### config.mk
export PLATFORM = sky130hd
export DESIGN_NAME = keyword_number_lexer
export DESIGN_NICKNAME = d
export VERILOG_FILES = /design/src/kwl_pkg.sv /design/src/kwl_front.sv /design/src/kwl_back.sv /design/src/keyword_number_lexer.sv
export SDC_FILE = /design/constraint.sdc
export NUM_CORES = 1
export LEC_CHECK = 0
export BUFFER_PORTS_ARGS = -buffer_cell sky130_fd_sc_hd__buf_4
export CORE_MARGIN = 2
export CORE_UTILIZATION = 50
export DETAILED_ROUTE_END_ITERATION = 7
export PLACE_DENSITY = 0.68
export SETUP_SLACK_MARGIN = 0.3
export SLEW_MARGIN = 10
export SYNTH_ARGS = -nofsm -noshare
export SYNTH_HDL_FRONTEND = slang
export SYNTH_SLANG_ARGS = --single-unit
### constraint.sdc
create_clock -name clk -period 5.5 [get_ports clk]
set_input_delay 0.55 -clock clk [delete_from_list [all_inputs] [get_ports clk]]
set_output_delay 0.55 -clock clk [all_outputs]
set_load 0.02 [all_outputs]
### src/kwl_pkg.sv
// Shared types, constants and keyword tables for the keyword/number lexer.
`timescale 1ns / 1ps

package kwl_pkg;

    // Keyword table: ten keywords, longest is 17 characters.
    localparam int NKW       = 10;
    localparam int KW_COLS   = 17;
    localparam int KW_BITS   = KW_COLS * 8;
    localparam int CIDX_W    = 5;

    // Result item field widths.
    localparam int KIND_W    = 4;
    localparam int FIELD_W   = 16;

    // Token kinds beyond the keyword codes 0 to 9.
    localparam logic [KIND_W-1:0] KIND_IDENT  = 4'd10;
    localparam logic [KIND_W-1:0] KIND_NUMBER = 4'd11;
    localparam logic [KIND_W-1:0] KIND_END    = 4'd12;

    // Depth of the token queue between front and back.
    localparam int QDEPTH    = 4;
    localparam int QPTR_W    = $clog2(QDEPTH);
    localparam int QCNT_W    = QPTR_W + 1;

    // Keyword text, first character in the most significant used byte.
    localparam logic [KW_BITS-1:0] KW_TEXT [NKW] = '{
        KW_BITS'({"Struct", "_define"}),
        KW_BITS'({"Max_gate", "_prospect"}),
        KW_BITS'({"Max", "_equip"}),
        KW_BITS'({"Max", "_able"}),
        KW_BITS'({"Open", "_define"}),
        KW_BITS'({"Closed", "_define"}),
        KW_BITS'({"New", "_define"}),
        KW_BITS'("New_val"),
        KW_BITS'({"Commit", "_table"}),
        KW_BITS'({"Sequence", "_count"})
    };

    localparam logic [CIDX_W-1:0] KW_LEN [NKW] = '{
        5'd13, 5'd17, 5'd9, 5'd8, 5'd11, 5'd13, 5'd10, 5'd7, 5'd12, 5'd14
    };

    // Scan state of the front end.
    typedef enum logic [2:0] {
        MODE_IDLE = 3'b001,
        MODE_WORD = 3'b010,
        MODE_NUM  = 3'b100
    } scan_mode_t;

    // One input item.
    typedef struct packed {
        logic       is_end;
        logic [7:0] char_byte;
    } char_item_t;

    // One result item.
    typedef struct packed {
        logic [KIND_W-1:0]  token_kind;
        logic [FIELD_W-1:0] token_start;
        logic [FIELD_W-1:0] token_length;
        logic               last_of_run;
    } token_item_t;

    // One token without the run marker.
    typedef struct packed {
        logic [KIND_W-1:0]  kind;
        logic [FIELD_W-1:0] start;
        logic [FIELD_W-1:0] length;
    } tok_t;

    // All results of one input item: one token, or two when pair is set.
    typedef struct packed {
        logic pair;
        tok_t first;
        tok_t second;
    } bundle_t;

    // Keywords whose character at position idx equals b.
    function automatic logic [NKW-1:0] match_mask(logic [CIDX_W-1:0] idx,
                                                  logic [7:0] b);
        logic [NKW-1:0] m;
        int             sh;
        m = '0;
        for (int k = 0; k < NKW; k++)
        begin
            if (idx < KW_LEN[k])
            begin
                sh = (int'(KW_LEN[k]) - 1 - int'(idx)) * 8;
                if (KW_TEXT[k][sh +: 8] == b)
                begin
                    m[k] = 1'b1;
                end
            end
        end
        return m;
    endfunction

endpackage

### src/kwl_front.sv
// Front end: accepts bytes, tracks the open token and builds result bundles.
`timescale 1ns / 1ps

module kwl_front #(
    parameter int POS_WIDTH = 16
) (
    input  logic                clk,
    input  logic                rst_n,
    input  logic                push,
    input  kwl_pkg::char_item_t char_item,
    input  logic                full,
    output logic                bundle_push,
    output kwl_pkg::bundle_t    bundle
);
    import kwl_pkg::*;

    localparam logic [POS_WIDTH-1:0] POS_MAX = '1;

    scan_mode_t            mode_reg,  mode_next;
    logic [NKW-1:0]        alive_reg, alive_next;
    logic [CIDX_W-1:0]     cidx_reg,  cidx_next;
    logic [POS_WIDTH-1:0]  start_reg, start_next;
    logic [POS_WIDTH-1:0]  pos_reg,   pos_next;

    logic                  accept;
    logic                  is_letter;
    logic                  is_digit;
    logic                  is_word_ch;
    logic                  has_open;
    logic [POS_WIDTH-1:0]  len_raw;
    logic [POS_WIDTH+FIELD_W-1:0] pos_ext;
    logic [POS_WIDTH+FIELD_W-1:0] start_ext;
    logic [POS_WIDTH+FIELD_W-1:0] len_ext;
    logic [KIND_W-1:0]     word_kind;
    tok_t                  close_tok;
    tok_t                  end_tok;

    assign accept = push && !full;

    // Character classes.
    always_comb
    begin
        is_letter  = (char_item.char_byte >= 8'h41 && char_item.char_byte <= 8'h5A) ||
                     (char_item.char_byte >= 8'h61 && char_item.char_byte <= 8'h7A);
        is_digit   = char_item.char_byte >= 8'h30 && char_item.char_byte <= 8'h39;
        is_word_ch = is_letter || is_digit || (char_item.char_byte == 8'h5F);
    end

    // Keyword resolution: the lowest live keyword of exactly this length wins.
    always_comb
    begin
        word_kind = KIND_IDENT;
        for (int k = NKW - 1; k >= 0; k--)
        begin
            if (alive_reg[k] && cidx_reg == KW_LEN[k])
            begin
                word_kind = KIND_W'(k);
            end
        end
    end

    // Token that closes now, with fields cut or widened to the port width.
    always_comb
    begin
        len_raw   = (pos_reg >= start_reg) ? (pos_reg - start_reg) : '0;
        pos_ext   = {{FIELD_W{1'b0}}, pos_reg};
        start_ext = {{FIELD_W{1'b0}}, start_reg};
        len_ext   = {{FIELD_W{1'b0}}, len_raw};
        unique case (mode_reg)
            MODE_WORD:
            begin
                has_open       = 1'b1;
                close_tok.kind = word_kind;
            end
            MODE_NUM:
            begin
                has_open       = 1'b1;
                close_tok.kind = KIND_NUMBER;
            end
            default:
            begin
                has_open       = 1'b0;
                close_tok.kind = KIND_IDENT;
            end
        endcase
        close_tok.start  = start_ext[FIELD_W-1:0];
        close_tok.length = len_ext[FIELD_W-1:0];
        end_tok.kind     = KIND_END;
        end_tok.start    = pos_ext[FIELD_W-1:0];
        end_tok.length   = '0;
    end

    // Next state and the bundle for the queue.
    always_comb
    begin
        mode_next   = mode_reg;
        alive_next  = alive_reg;
        cidx_next   = cidx_reg;
        start_next  = start_reg;
        pos_next    = pos_reg;
        bundle_push = 1'b0;
        bundle      = '{pair: 1'b0, first: close_tok, second: end_tok};
        if (accept)
        begin
            if (char_item.is_end)
            begin
                // End marker: close the open token, report END, start over.
                bundle_push = 1'b1;
                bundle.pair = has_open;
                if (!has_open)
                begin
                    bundle.first = end_tok;
                end
                mode_next  = MODE_IDLE;
                alive_next = '0;
                cidx_next  = '0;
                start_next = '0;
                pos_next   = '0;
            end
            else
            begin
                if (mode_reg == MODE_WORD && is_word_ch)
                begin
                    alive_next = alive_reg & match_mask(cidx_reg, char_item.char_byte);
                    if (cidx_reg != '1)
                    begin
                        cidx_next = cidx_reg + 1'b1;
                    end
                end
                else if (mode_reg == MODE_NUM && is_digit)
                begin
                    mode_next = MODE_NUM;
                end
                else
                begin
                    bundle_push = has_open;
                    mode_next   = MODE_IDLE;
                    if (is_letter)
                    begin
                        mode_next  = MODE_WORD;
                        start_next = pos_reg;
                        alive_next = match_mask('0, char_item.char_byte);
                        cidx_next  = CIDX_W'(1);
                    end
                    else if (is_digit)
                    begin
                        mode_next  = MODE_NUM;
                        start_next = pos_reg;
                    end
                end
                if (pos_reg != POS_MAX)
                begin
                    pos_next = pos_reg + 1'b1;
                end
            end
        end
    end

    // State registers.
    always_ff @(posedge clk or negedge rst_n)
    begin
        if (!rst_n)
        begin
            mode_reg  <= MODE_IDLE;
            alive_reg <= '0;
            cidx_reg  <= '0;
            start_reg <= '0;
            pos_reg   <= '0;
        end
        else
        begin
            mode_reg  <= mode_next;
            alive_reg <= alive_next;
            cidx_reg  <= cidx_next;
            start_reg <= start_next;
            pos_reg   <= pos_next;
        end
    end

endmodule

### src/kwl_back.sv
// Back end: queue of result bundles and the serializer that hands out tokens.
`timescale 1ns / 1ps

module kwl_back (
    input  logic                 clk,
    input  logic                 rst_n,
    input  logic                 bundle_push,
    input  kwl_pkg::bundle_t     bundle,
    output logic                 full,
    output logic                 empty,
    input  logic                 pop,
    output kwl_pkg::token_item_t token
);
    import kwl_pkg::*;

    bundle_t             mem_reg [QDEPTH];
    logic [QPTR_W-1:0]   wr_ptr_reg, wr_ptr_next;
    logic [QPTR_W-1:0]   rd_ptr_reg, rd_ptr_next;
    logic [QCNT_W-1:0]   count_reg,  count_next;
    logic                sel_reg,    sel_next;

    bundle_t             head;
    logic                wr_en;
    logic                take;
    logic                deq;

    assign full  = (count_reg == QCNT_W'(QDEPTH));
    assign empty = (count_reg == '0);
    assign head  = mem_reg[rd_ptr_reg];
    assign wr_en = bundle_push && !full;
    assign take  = pop && !empty;
    // A bundle leaves once its last token has been taken.
    assign deq   = take && (!head.pair || sel_reg);

    // Present the first token of a pair, then the second one.
    always_comb
    begin
        if (head.pair && !sel_reg)
        begin
            token.token_kind   = head.first.kind;
            token.token_start  = head.first.start;
            token.token_length = head.first.length;
            token.last_of_run  = 1'b0;
        end
        else if (head.pair)
        begin
            token.token_kind   = head.second.kind;
            token.token_start  = head.second.start;
            token.token_length = head.second.length;
            token.last_of_run  = 1'b1;
        end
        else
        begin
            token.token_kind   = head.first.kind;
            token.token_start  = head.first.start;
            token.token_length = head.first.length;
            token.last_of_run  = 1'b1;
        end
    end

    // Pointer, count and pair-select updates.
    always_comb
    begin
        wr_ptr_next = wr_en ? wr_ptr_reg + 1'b1 : wr_ptr_reg;
        rd_ptr_next = deq ? rd_ptr_reg + 1'b1 : rd_ptr_reg;
        count_next  = count_reg + QCNT_W'(wr_en) - QCNT_W'(deq);
        sel_next    = sel_reg;
        if (take)
        begin
            sel_next = !deq;
        end
    end

    // Queue storage.
    always_ff @(posedge clk)
    begin
        if (wr_en)
        begin
            mem_reg[wr_ptr_reg] <= bundle;
        end
    end

    // Control registers.
    always_ff @(posedge clk or negedge rst_n)
    begin
        if (!rst_n)
        begin
            wr_ptr_reg <= '0;
            rd_ptr_reg <= '0;
            count_reg  <= '0;
            sel_reg    <= 1'b0;
        end
        else
        begin
            wr_ptr_reg <= wr_ptr_next;
            rd_ptr_reg <= rd_ptr_next;
            count_reg  <= count_next;
            sel_reg    <= sel_next;
        end
    end

endmodule

### src/keyword_number_lexer.sv
// A token closed by an accepted byte is written into the token queue and shown from there.
// Throughput: one byte per cycle; the front stalls only when the four-entry queue is full.
// Output: one token per cycle if not empty; an end marker closing a token yields two.
// Reset clears scan state, position counter and the token queue; an end marker also
// returns the scanner to its reset state, so the next source starts at position zero.
`timescale 1ns / 1ps

module keyword_number_lexer #(
    parameter int POS_WIDTH = 16
) (
    input  logic                 clk,
    input  logic                 rst_n,
    input  logic                 push,
    output logic                 full,
    input  kwl_pkg::char_item_t  char_item,
    output logic                 empty,
    input  logic                 pop,
    output kwl_pkg::token_item_t token
);
    import kwl_pkg::*;

    logic    bundle_push;
    bundle_t bundle;

    // Byte classification and token tracking.
    kwl_front #(
        .POS_WIDTH (POS_WIDTH)
    ) u_front (
        .clk         (clk),
        .rst_n       (rst_n),
        .push        (push),
        .char_item   (char_item),
        .full        (full),
        .bundle_push (bundle_push),
        .bundle      (bundle)
    );

    // Token queue and output serializer.
    kwl_back u_back (
        .clk         (clk),
        .rst_n       (rst_n),
        .bundle_push (bundle_push),
        .bundle      (bundle),
        .full        (full),
        .empty       (empty),
        .pop         (pop),
        .token       (token)
    );

    // An end marker always produces a token.
    assert property (@(posedge clk) disable iff (!rst_n)
        push && !full && char_item.is_end |=> !empty)
        else $error("end marker produced no token");

    // The second token of a pair is still waiting after the first is taken.
    assert property (@(posedge clk) disable iff (!rst_n)
        pop && !empty && !token.last_of_run |=> !empty)
        else $error("second token of a pair was lost");

    // Token kinds stay in the defined range.
    assert property (@(posedge clk) disable iff (!rst_n)
        !empty |-> token.token_kind <= KIND_END)
        else $error("token kind out of range");

    // An END token closes its run and carries no length.
    assert property (@(posedge clk) disable iff (!rst_n)
        !empty && token.token_kind == KIND_END |->
            token.last_of_run && token.token_length == '0)
        else $error("malformed end token");

endmodule
# [Word level (Yosys, flattened, before mapping)]
# Memories as Yosys holds them, arrays and structs flattened.
# Index checks and enable logic that the tools add are counted.
[classes] order_cmp=16 n_reduce_logical=39 eq_ne=34 bitwise_logic=1 addsub=16 mux=100 shift=10
[ops] cell="$shiftx A136 B32 Y8 const A" count=10
[ops] cell="$mux W37" count=4
[ops] cell="$mux W16" count=8
[ops] cell="$eq A8 B8 Y1" count=10
[ops] cell="$mux W1" count=62
[ops] cell="$eq A7 B8 Y1 const A" count=5
[ops] cell="$mux W10" count=4
[ops] cell="$mux W36" count=1
[ops] cell="$sub A4 B5 Y6 const A" count=6
[ops] cell="$eq A5 B4 Y1 const B" count=7
[ops] cell="$lt A5 B4 Y1 const B" count=7
[ops] cell="$mux W4" count=8
[ops] cell="$mux W5" count=5
[ops] cell="$logic_and A1 B1 Y1" count=20
[ops] cell="$add A16 B1 Y16 const B" count=1
[ops] cell="$ge A16 B16 Y1" count=1
[ops] cell="$ge A8 B7 Y1 const B" count=2
[ops] cell="$le A8 B7 Y1 const B" count=2
[ops] cell="$ne A16 B16 Y1 const B" count=1
[ops] cell="$sub A16 B16 Y16" count=1
[ops] cell="$mux W3" count=5
[ops] cell="$sub A3 B5 Y6 const A" count=2
[ops] cell="$and A10 B10 Y10" count=1
[ops] cell="$eq A8 B7 Y1 const B" count=1
[ops] cell="28 further kinds" count=42
[totals] ramBits=212 elab_cells=226 input_bits=13 n_memories=1 reg_bits=58
[memory_table] name="u_back.mem_reg" words=4 width=53 rd=1 rd_clocked_by_memory_dff=0 wr=1 line_no="kwl_back.sv:16" text="bundle_t mem_reg [QDEPTH];"

# [Longest topological paths before layout]
# Gate-level depths: netlist of run 1.
[depth] depth_word=16 ltp_mapped=15 mapped_depth_nobuf=12

# [Modules after synthesis]
# A second synthesis of run 1 with hierarchy kept.
[unflattened] cells_unflattened=1519 hier_area_um2=18876.9
[modules_own_cells] module="kwl_back" cells_per_inst=468 n_inst=1 seq_area_each_um2=8968.6 area_each_um2=11521.0
[modules_own_cells] module="kwl_front" cells_per_inst=1051 n_inst=1 seq_area_each_um2=1252.5 area_each_um2=7355.8

# [Least setup slack after synthesis of run 1]
# OpenSTA, ideal clock, no wires.
[synth_timing] kind="input to register" startpoint="input port char_item[0] (netlist name)" endpoint="memory u_back.mem_reg[0][0] (netlist name) (enable)" path_stages=8 setup_time_ps=416 n_path_buf=1 arrival_time_ps=3366 setup_slack_ps=1718 path_cell_list="or4_1 > o221ai_1 > a31oi_1 > clkbuf_1 > nor2_1 > nor2_1 > nor2_1 > and2_1"
[synth_between] elab_chain_cells=12 word_cells_on_any_way=22 cone_classes="order compare (6); eq/ne (1); mux (6); reduce/logical (9)"
[synth_lines] element="start, declared" line_no="keyword_number_lexer.sv:15" text="input kwl_pkg::char_item_t char_item,"
[synth_lines] element="$ge A8 B7 Y1, or another cell as far along" line_no="kwl_front.sv:43" text="is_letter = (char_item.char_byte >= 8'h41 && char_item.char_byte <= 8'h5A) ||"
[synth_lines] element="$logic_and A1 B1 Y1, on equally long branches" line_no="kwl_front.sv:43, kwl_front.sv:44"
[synth_lines] element="$logic_or A1 B1 Y1" line_no="kwl_front.sv:43"
[synth_lines] element="$logic_or A1 B1 Y1 (2 in a row)" line_no="kwl_front.sv:46" text="is_word_ch = is_letter || is_digit || (char_item.char_byte == 8'h5F);"
[synth_lines] element="$logic_and A1 B1 Y1" line_no="kwl_front.sv:122" text="if (mode_reg == MODE_WORD && is_word_ch)"
[synth_lines] element="$mux W1 (*)" line_no="kwl_front.sv:122"
[synth_lines] element="$mux W1 (*)" line_no="kwl_front.sv:105" text="if (char_item.is_end)"
[synth_lines] element="$mux W1 (*)" line_no="kwl_front.sv:103" text="if (accept)"
[synth_lines] element="$logic_and A1 B1 Y1 (*)" line_no="kwl_back.sv:30" text="assign wr_en = bundle_push && !full;"
[synth_lines] element="via u_back.wr_en" line_no="kwl_back.sv:23" text="logic wr_en;"
[synth_lines] element="$mux W1 (*)" line_no="kwl_back.sv:77" text="if (wr_en)"
[synth_lines] element="$mux W1 (not written as such) (*)" line_no="kwl_back.sv:79" text="mem_reg[wr_ptr_reg] <= bundle;"
[synth_lines] element="end, declared" line_no="kwl_back.sv:16"
# Mark *: on every way through the listed nets, which the timed path passes. The rest lies on a longest branch.

==> run summary, run 1 <==
RR Endpoint - u_front.alive_reg[0]
Sequential area share after synthesis - 51.1%
Most common cell in the netlist - edfxtp_1
Drt total wl - 37.1 mm
Post-synth cell types - 82
Rel. slew slack - 24.1%
Nets - 1409
Gr ovfl total - 0
Hpwl dp - 24.7 mm
Synth Flop Type - edfxtp_1
Detailed Route Iter0 Violations - 1101
Via/cell ratio - 6.20
Setup violators final - 0
Core Area - 30300 um2
Clock root cell - clkbuf_16
Number of buffers created by CTS - 27
PwrDens - 463 nW/um2
Die X - 179 um
Period utilisation layout - 74.4%
Fraction of layout cells with a size suffix above 1 - 15.3%
Via count - 10953
Worst EP required - 4950 ps
I/O Pins - 52
Clk Latency, worst-skew pair - 530 ps
Flops & latches, synth - 270
Top Family by Delay on Critical Path - multiplexers
Number of synthesized flops with an enable pin - 212
CP cell instances - mux4_2 -> nand2_2 -> buf_4 -> mux4_2 -> mux2_2 -> buf_4
Filler instances - 2551
Hold crit path type - in2async
DRC violations left - 0
All-Layer GR Usage - 23.6%
Cell count along the critical path - 6
Largest net degree at the start of global routing - 60
Cell count of the worst reg-to-reg path - 10
Setup TNS - 0 ps
Syn-to-layout area delta - 10.7%
Hold Vio Cnt, Final - 0
I/O Buffers - 51
Core Util, Final - 55.9%
Die area - 32000 um2
Cell area after synthesis - 15300 um2
Ys Warns - 0
Initial core utilization - 50.5%
ANT cells - 0
Skew final - 11.2 ps
Top cell type's share of synthesized area - 41.6%
Synth top cells by count - edfxtp_1, o21ai_0, nor2_1
Worst Slack Setup Final - 1410 ps
Non-Filler Instances - 1766
Critical path arrival - 3540 ps
Worst Path Buf+Inv - 2
Hold-fix buffers, CTS - 0
Average wire per standard cell - 21.0 um
DP Worst Slack - 1250 ps
Leakage - 0.00611 uW
Multi-input logic area - 6920 um2
Dominant cell type by area after synthesis - edfxtp_1
GP Congestion - 0.917
Crit path launch - u_back.rd_ptr_reg[0]
First-pass GRT wire length - 59.4 mm
Highest Clock Rate - 244 MHz
Post-CTS sizing - 0
CP max stage cell - nand2_2
CP peak stage delay - 690 ps
Hold slack - 103 ps
Run status - finished clean
CP endpoint kind - output port
Row Count - 64
CTS tree - done
Max-slew violations - 0
Synth top area cells - edfxtp_1, dfrtp_1, mux4_2
R2R Setup Slk - 1560 ps
Vias in the first global route - 10657
Crit Path Max Fanout - 25
Final min period - 4090 ps
H-Tree Depth - 1
Slew @ Worst Pin - 1140 ps
Largest register FFs - 212
Router iterations before antenna repair - 5
Max Cap Viol - 0
Async S/R FF share, synth - 21.5%
Post-CTS Setup Repair Bufs - 0
WS Path Type - reg2out
CTS clk-pin slew, worst paths - 60 ps
Placed Instances - 1717
Post-Synthesis Net Count - 1391
Seq. cell area - 7820 um2
Post-synthesis average cell area - 11.5 um2
Initial antenna violation count - 0
CP Capture Point - token[18]
Clk sinks - 270
Mapped Cells - 1332
Setup repair after global routing missed its margin - false
CP Launch Type - flip-flop
Die Ht - 179 um
Routed Antenna Nets - 0
VDD IR max - 0.000258 V
Clock tree buffer depth - 3
Reg2Reg Launch Point - u_front.cidx_reg[1]
-- power breakdown --
part	total [uW]	switching [uW]	internal, uW
clock network	1960	758	1200
registers	2730	98.0	2630
logic	3170	1850	1320
-- metrics by stage --
step	power, uW	instance area, um2
2_1_floorplan	5020	15300
3_3_place_gp	5900	16000
3_5_place_dp	5950	16000
4_1_cts	7920	17000
5_1_grt	8280	17000
6_report	7850	17000
-- layout by cell type (no fill, tap or decap), types with 6 or more instances in the layout --
master / n
edfxtp_1: 212
o21ai_0: 91
nor2_1: 85
nand2_1: 82
a21oi_1: 78
buf_4: 73
xnor2_1: 58
dfrtp_1: 55
inv_1: 53
mux4_2: 53
ha_1: 44
nand3_1: 35
nor3_1: 27
and2_1: 27
clkbuf_16: 27
a31oi_1: 21
xor2_1: 21
nor2b_1: 20
mux2_2: 18
nand3b_1: 18
nand2b_1: 17
a211oi_1: 17
nand4_1: 14
and3_1: 13
a21o_1: 11
or4_1: 9
o211ai_1: 9
o22ai_1: 8
o21bai_1: 7
o32ai_1: 7
nor4_1: 7
nor3b_1: 6
a22oi_1: 6
bufinv_16: 6
-- logic make-up after synthesis --
group                      share of synthesized area, %
DFF                                                51.1
and+or+nand+nor                                    13.0
buffers and inverters                              3.82
xor gates and xnor gates                           4.73
muxes                                              9.31
adders and majority gates                          3.86
AOI/OAI and AO/OA                                  14.2
-- per-layer routing --
layer	track usage [%]	wire length, um	vias up
met5	0	0	-
met4	7.52	1070	0
li1	-	-	5108
met1	32.4	15900	5362
met3	2.27	1910	90
met2	39.8	18200	393
-- cell type report --
class	count	area share [%]
clock inverter	17	1.48
multi-input combinational	921	40.8
sequential	270	46.1
inverter	57	1.26
timing repair buffer	73	3.23
tap	396	2.92
clock buffer	32	4.16
-- worst min-delay path by stage --
stage / to / slack (ps) / from / cells after the start
finish: u_front.start_reg[6] / 100 / rst_n / 1
global route: u_front.start_reg[5] / 170 / rst_n / 1
CTS: u_front.start_reg[2] / 120 / rst_n / 1
detailed placement: u_front.mode_reg[2] / 500 / u_front.mode_reg[2] / 2
global placement: u_front.mode_reg[2] / 480 / u_front.mode_reg[2] / 2
floorplan: u_back.count_reg[0] / 250 / rst_n / 0
Power figures use the tool's default switching activity.
==> run 2, diff against run 1 <==
ABC_AREA = 1   (was unset)
PLACE_DENSITY = 0.71   (was 0.68)
clock period = 3.34 ns   (was 5.5 ns; I/O delays follow)
==> run summary, run 2 <==
Non-Filler Instances - 2365 (was 1766)
Synth top cells by count - nand2_1, nor2_1, edfxtp_1 (was edfxtp_1, o21ai_0, nor2_1)
First-pass GRT wire length - 72.7 mm (was 59.4 mm)
Ys Warns - 0 (unchanged)
Filler instances - 2778 (was 2551)
Dominant cell type by area after synthesis - edfxtp_1 (unchanged)
Row Count - 64 (unchanged)
Number of buffers created by CTS - 26 (was 27)
Top cell type's share of synthesized area - 40.6% (was 41.6%)
Busiest grt layer - met2 (unchanged)
I/O Pins - 52 (unchanged)
Clk Latency, worst-skew pair - 530 ps (about the same)
Clk sinks - 270 (unchanged)
Rel. slew slack - 44.3% (was 24.1%)
Period utilisation layout - 86.2%
Placed Instances - 2316 (was 1717)
Cell area after synthesis - 15700 um2 (was 15300 um2)
Clock root cell - clkbuf_16 (unchanged)
VDD IR max - 0.000486 V (was 0.000258 V)
PwrDens - 785 nW/um2 (was 463 nW/um2)
Crit Path Max Fanout - 21 (was 25)
Nets - 2008 (was 1409)
Average wire per standard cell - 19.2 um (was 21.0 um)
Initial core utilization - 51.0% (was 50.5%)
Slew @ Worst Pin - 835 ps (was 1140 ps)
CP max stage cell - ha_1 (was nand2_2)
Core Area - 30700 um2 (was 30300 um2)
Via count - 13781 (was 10953)
Largest net degree at the start of global routing - 106 (was 60)
Max-slew violations - 0 (unchanged)
Async S/R FF share, synth - 21.5% (unchanged)
Setup violators final - 0 (unchanged)
Post-Synthesis Net Count - 1958 (was 1391)
Vias in the first global route - 13452 (was 10657)
Hold crit path type - in2reg (was in2async)
Setup TNS - 0 ps (unchanged)
Drt total wl - 45.4 mm (was 37.1 mm)
Met3 Resource Use GR - 2.92% (was 2.27%)
Cell mode on critical path - nand2_1
Post-synthesis average cell area - 8.25 um2 (was 11.5 um2)
CTS tree - done (unchanged)
Clock tree buffer depth - 3 (unchanged)
CP peak stage delay - 400 ps (was 690 ps)
Met2 Use GR - 48.4% (was 39.8%)
Highest Clock Rate - 347 MHz
I/O Buffers - 51 (unchanged)
Synth top area cells - edfxtp_1, nand2_1, dfrtp_1 (was edfxtp_1, dfrtp_1, mux4_2)
WS Path Type - reg2reg (was reg2out)
Initial antenna violation count - 0 (unchanged)
Setup repair after global routing missed its margin - false (unchanged)
Syn-to-layout area delta - 12.7% (was 10.7%)
Die Ht - 181 um (was 179 um)
Top Family by Delay on Critical Path - simple AND/OR/NAND/NOR gates (was multiplexers)
Detailed Route Iter0 Violations - 1221 (was 1101)
Synth Flop Type - edfxtp_1 (unchanged)
Router iterations before antenna repair - 5 (unchanged)
CTS clk-pin slew, worst paths - 70 ps (was 60 ps)
Max Cap Viol - 0 (unchanged)
Mapped Cells - 1899 (was 1332)
DRC violations left - 0 (unchanged)
Routed Antenna Nets - 0 (unchanged)
Die X - 181 um (was 179 um)
All-Layer GR Usage - 28.0% (was 23.6%)
CP endpoint kind - flip-flop (was output port)
Leakage - 0.00734 uW (was 0.00611 uW)
Multi-input logic area - 6910 um2 (was 6920 um2)
Most frequent cells in the layout - nand2_1, nor2_1, edfxtp_1 (was edfxtp_1, o21ai_0, nor2_1)
Via/cell ratio - 5.83 (was 6.20)
Post-synth cell types - 49 (was 82)
CP cell instances - buf_4 -> ha_1 -> nand2_1 -> nand2_1 -> nand4_1 -> a21oi_2 -> nand2_1 -> nand2_1 -> nand2_1 -> nor2_1 -> nand2_1 -> o21ai_1 -> nand2_1 -> nand2_1 (was mux4_2 -> nand2_2 -> buf_4 -> mux4_2 -> mux2_2 -> buf_4)
Fraction of layout cells with a size suffix above 1 - 10.1% (was 15.3%)
Post-CTS Setup Repair Bufs - 0 (unchanged)
ANT cells - 0 (unchanged)
Flops & latches, synth - 270 (unchanged)
Die area - 32800 um2 (was 32000 um2)
Worst EP required - 3810 ps (was 4950 ps)
GP Congestion - 0.973 (was 0.917)
Hpwl dp - 31.3 mm (was 24.7 mm)
M1 GR Usage - 34.3% (was 32.4%)
H-Tree Depth - 1 (unchanged)
Sequential area share after synthesis - 49.9% (was 51.1%)
Critical path arrival - 3350 ps (was 3540 ps)
Gr ovfl total - 0 (unchanged)
CP Launch Type - flip-flop (unchanged)
Seq. cell area - 7820 um2 (unchanged)
Hold Vio Cnt, Final - 0 (unchanged)
Most common cell after layout, fill and taps aside - nand2_1 (was edfxtp_1)
Most common cell in the netlist - nand2_1 (was edfxtp_1)
Skew final - 15.8 ps (was 11.2 ps)
Largest register FFs - 212 (unchanged)
Number of synthesized flops with an enable pin - 212 (unchanged)
Worst Path Buf+Inv - 1 (was 2)
Final min period - 2880 ps
Run status - finished clean (unchanged)
run 2: cell count changes after synthesis, moves of 18 or more:
cell      change
nand2_1     +376
o21ai_0     +104
and2_1       -31
mux4_2       -53
mux2_2       -18
o22ai_1      +26
xnor2_1      -47
nand3b_1     -18
nor2b_1      -20
nand3_1     +125
nor2_1      +156
a21oi_1      -27
inv_1        +98
run 2: worst min-delay path: cells and delay by family:
kind,cells,cell delay (ps)
buffers and inverters,1,100
AOI/OAI and AO/OA,2,170
run 2: final timing paths:
kind                                           from              endpoint  slack (ps)  cells past startpoint
max in group asynchronous                     rst_n  u_back.rd_ptr_reg[0]        2300                      2
worst min register to register  u_back.count_reg[1]   u_back.count_reg[2]         460                      1
min in group asynchronous                     rst_n   u_front.pos_reg[10]         440                      2
worst max-delay path            u_front.cidx_reg[2]  u_front.alive_reg[7]         460                     14
worst max register to register  u_front.cidx_reg[2]  u_front.alive_reg[7]         460                     14
worst min-delay path                            pop        u_back.sel_reg         120                      3
run 2: metal layers:
metal  vias up  part of all wire [%]
li1       6575                     -
met5         -                     0
met1      6470                    39
met4         0                   6.1
met3       139                   6.1
met2       597                    49
run 2: through the flow:
stage          area, um2  hold slack, ps  util (%)  setup WS (ps)  total power [uW]
2_1_floorplan      15700            38.4         -            114              8660
3_3_place_gp       16700             453      54.3            344             10700
5_1_grt            17700             138      57.4            319             14800
6_report           17700             121      57.4            460             13900
3_5_place_dp       16700             455      54.3            286             10800
4_1_cts            17600             112      57.4            364             13900
run 2: logic make-up (layout without fill, tap and decap cells):
group / after synthesis / after routing / synth area share, %
compound gates: 360 / 360 / 13.1
flops: 270 / 270 / 49.9
buf+inv: 251 / 321 / 6.38
fa+ha+maj: 46 / 46 / 3.77
simple gates: 936 / 936 / 24.8
xor+xnor: 36 / 36 / 2.06
run 2: cell type report:
class                   instances  share of cell area (%)
multi-input cells            1378                    39.1
clock buffers                  35                    4.35
inverters                     166                    3.53
well taps                     396                    2.81
flip-flops and latches        270                    44.3
repair buffers                107                    5.06
clock inverters                13                   0.836
run 2: power breakdown:
| part | switching [uW] | total (uW) | internal, uW |
|---|---|---|---|
| Combinational | 4230 | 6310 | 2080 |
| Sequential | 152 | 4460 | 4310 |
| Clock | 1240 | 3090 | 1850 |
| Total | 5630 | 13900 | 8240 |
run 2: what timing repair did:
item	in CTS	in global routing
hold endpoints to repair	57	0
endpoints found under the setup margin	0	13
hold buffers	1	0
gates resized for setup	0	8
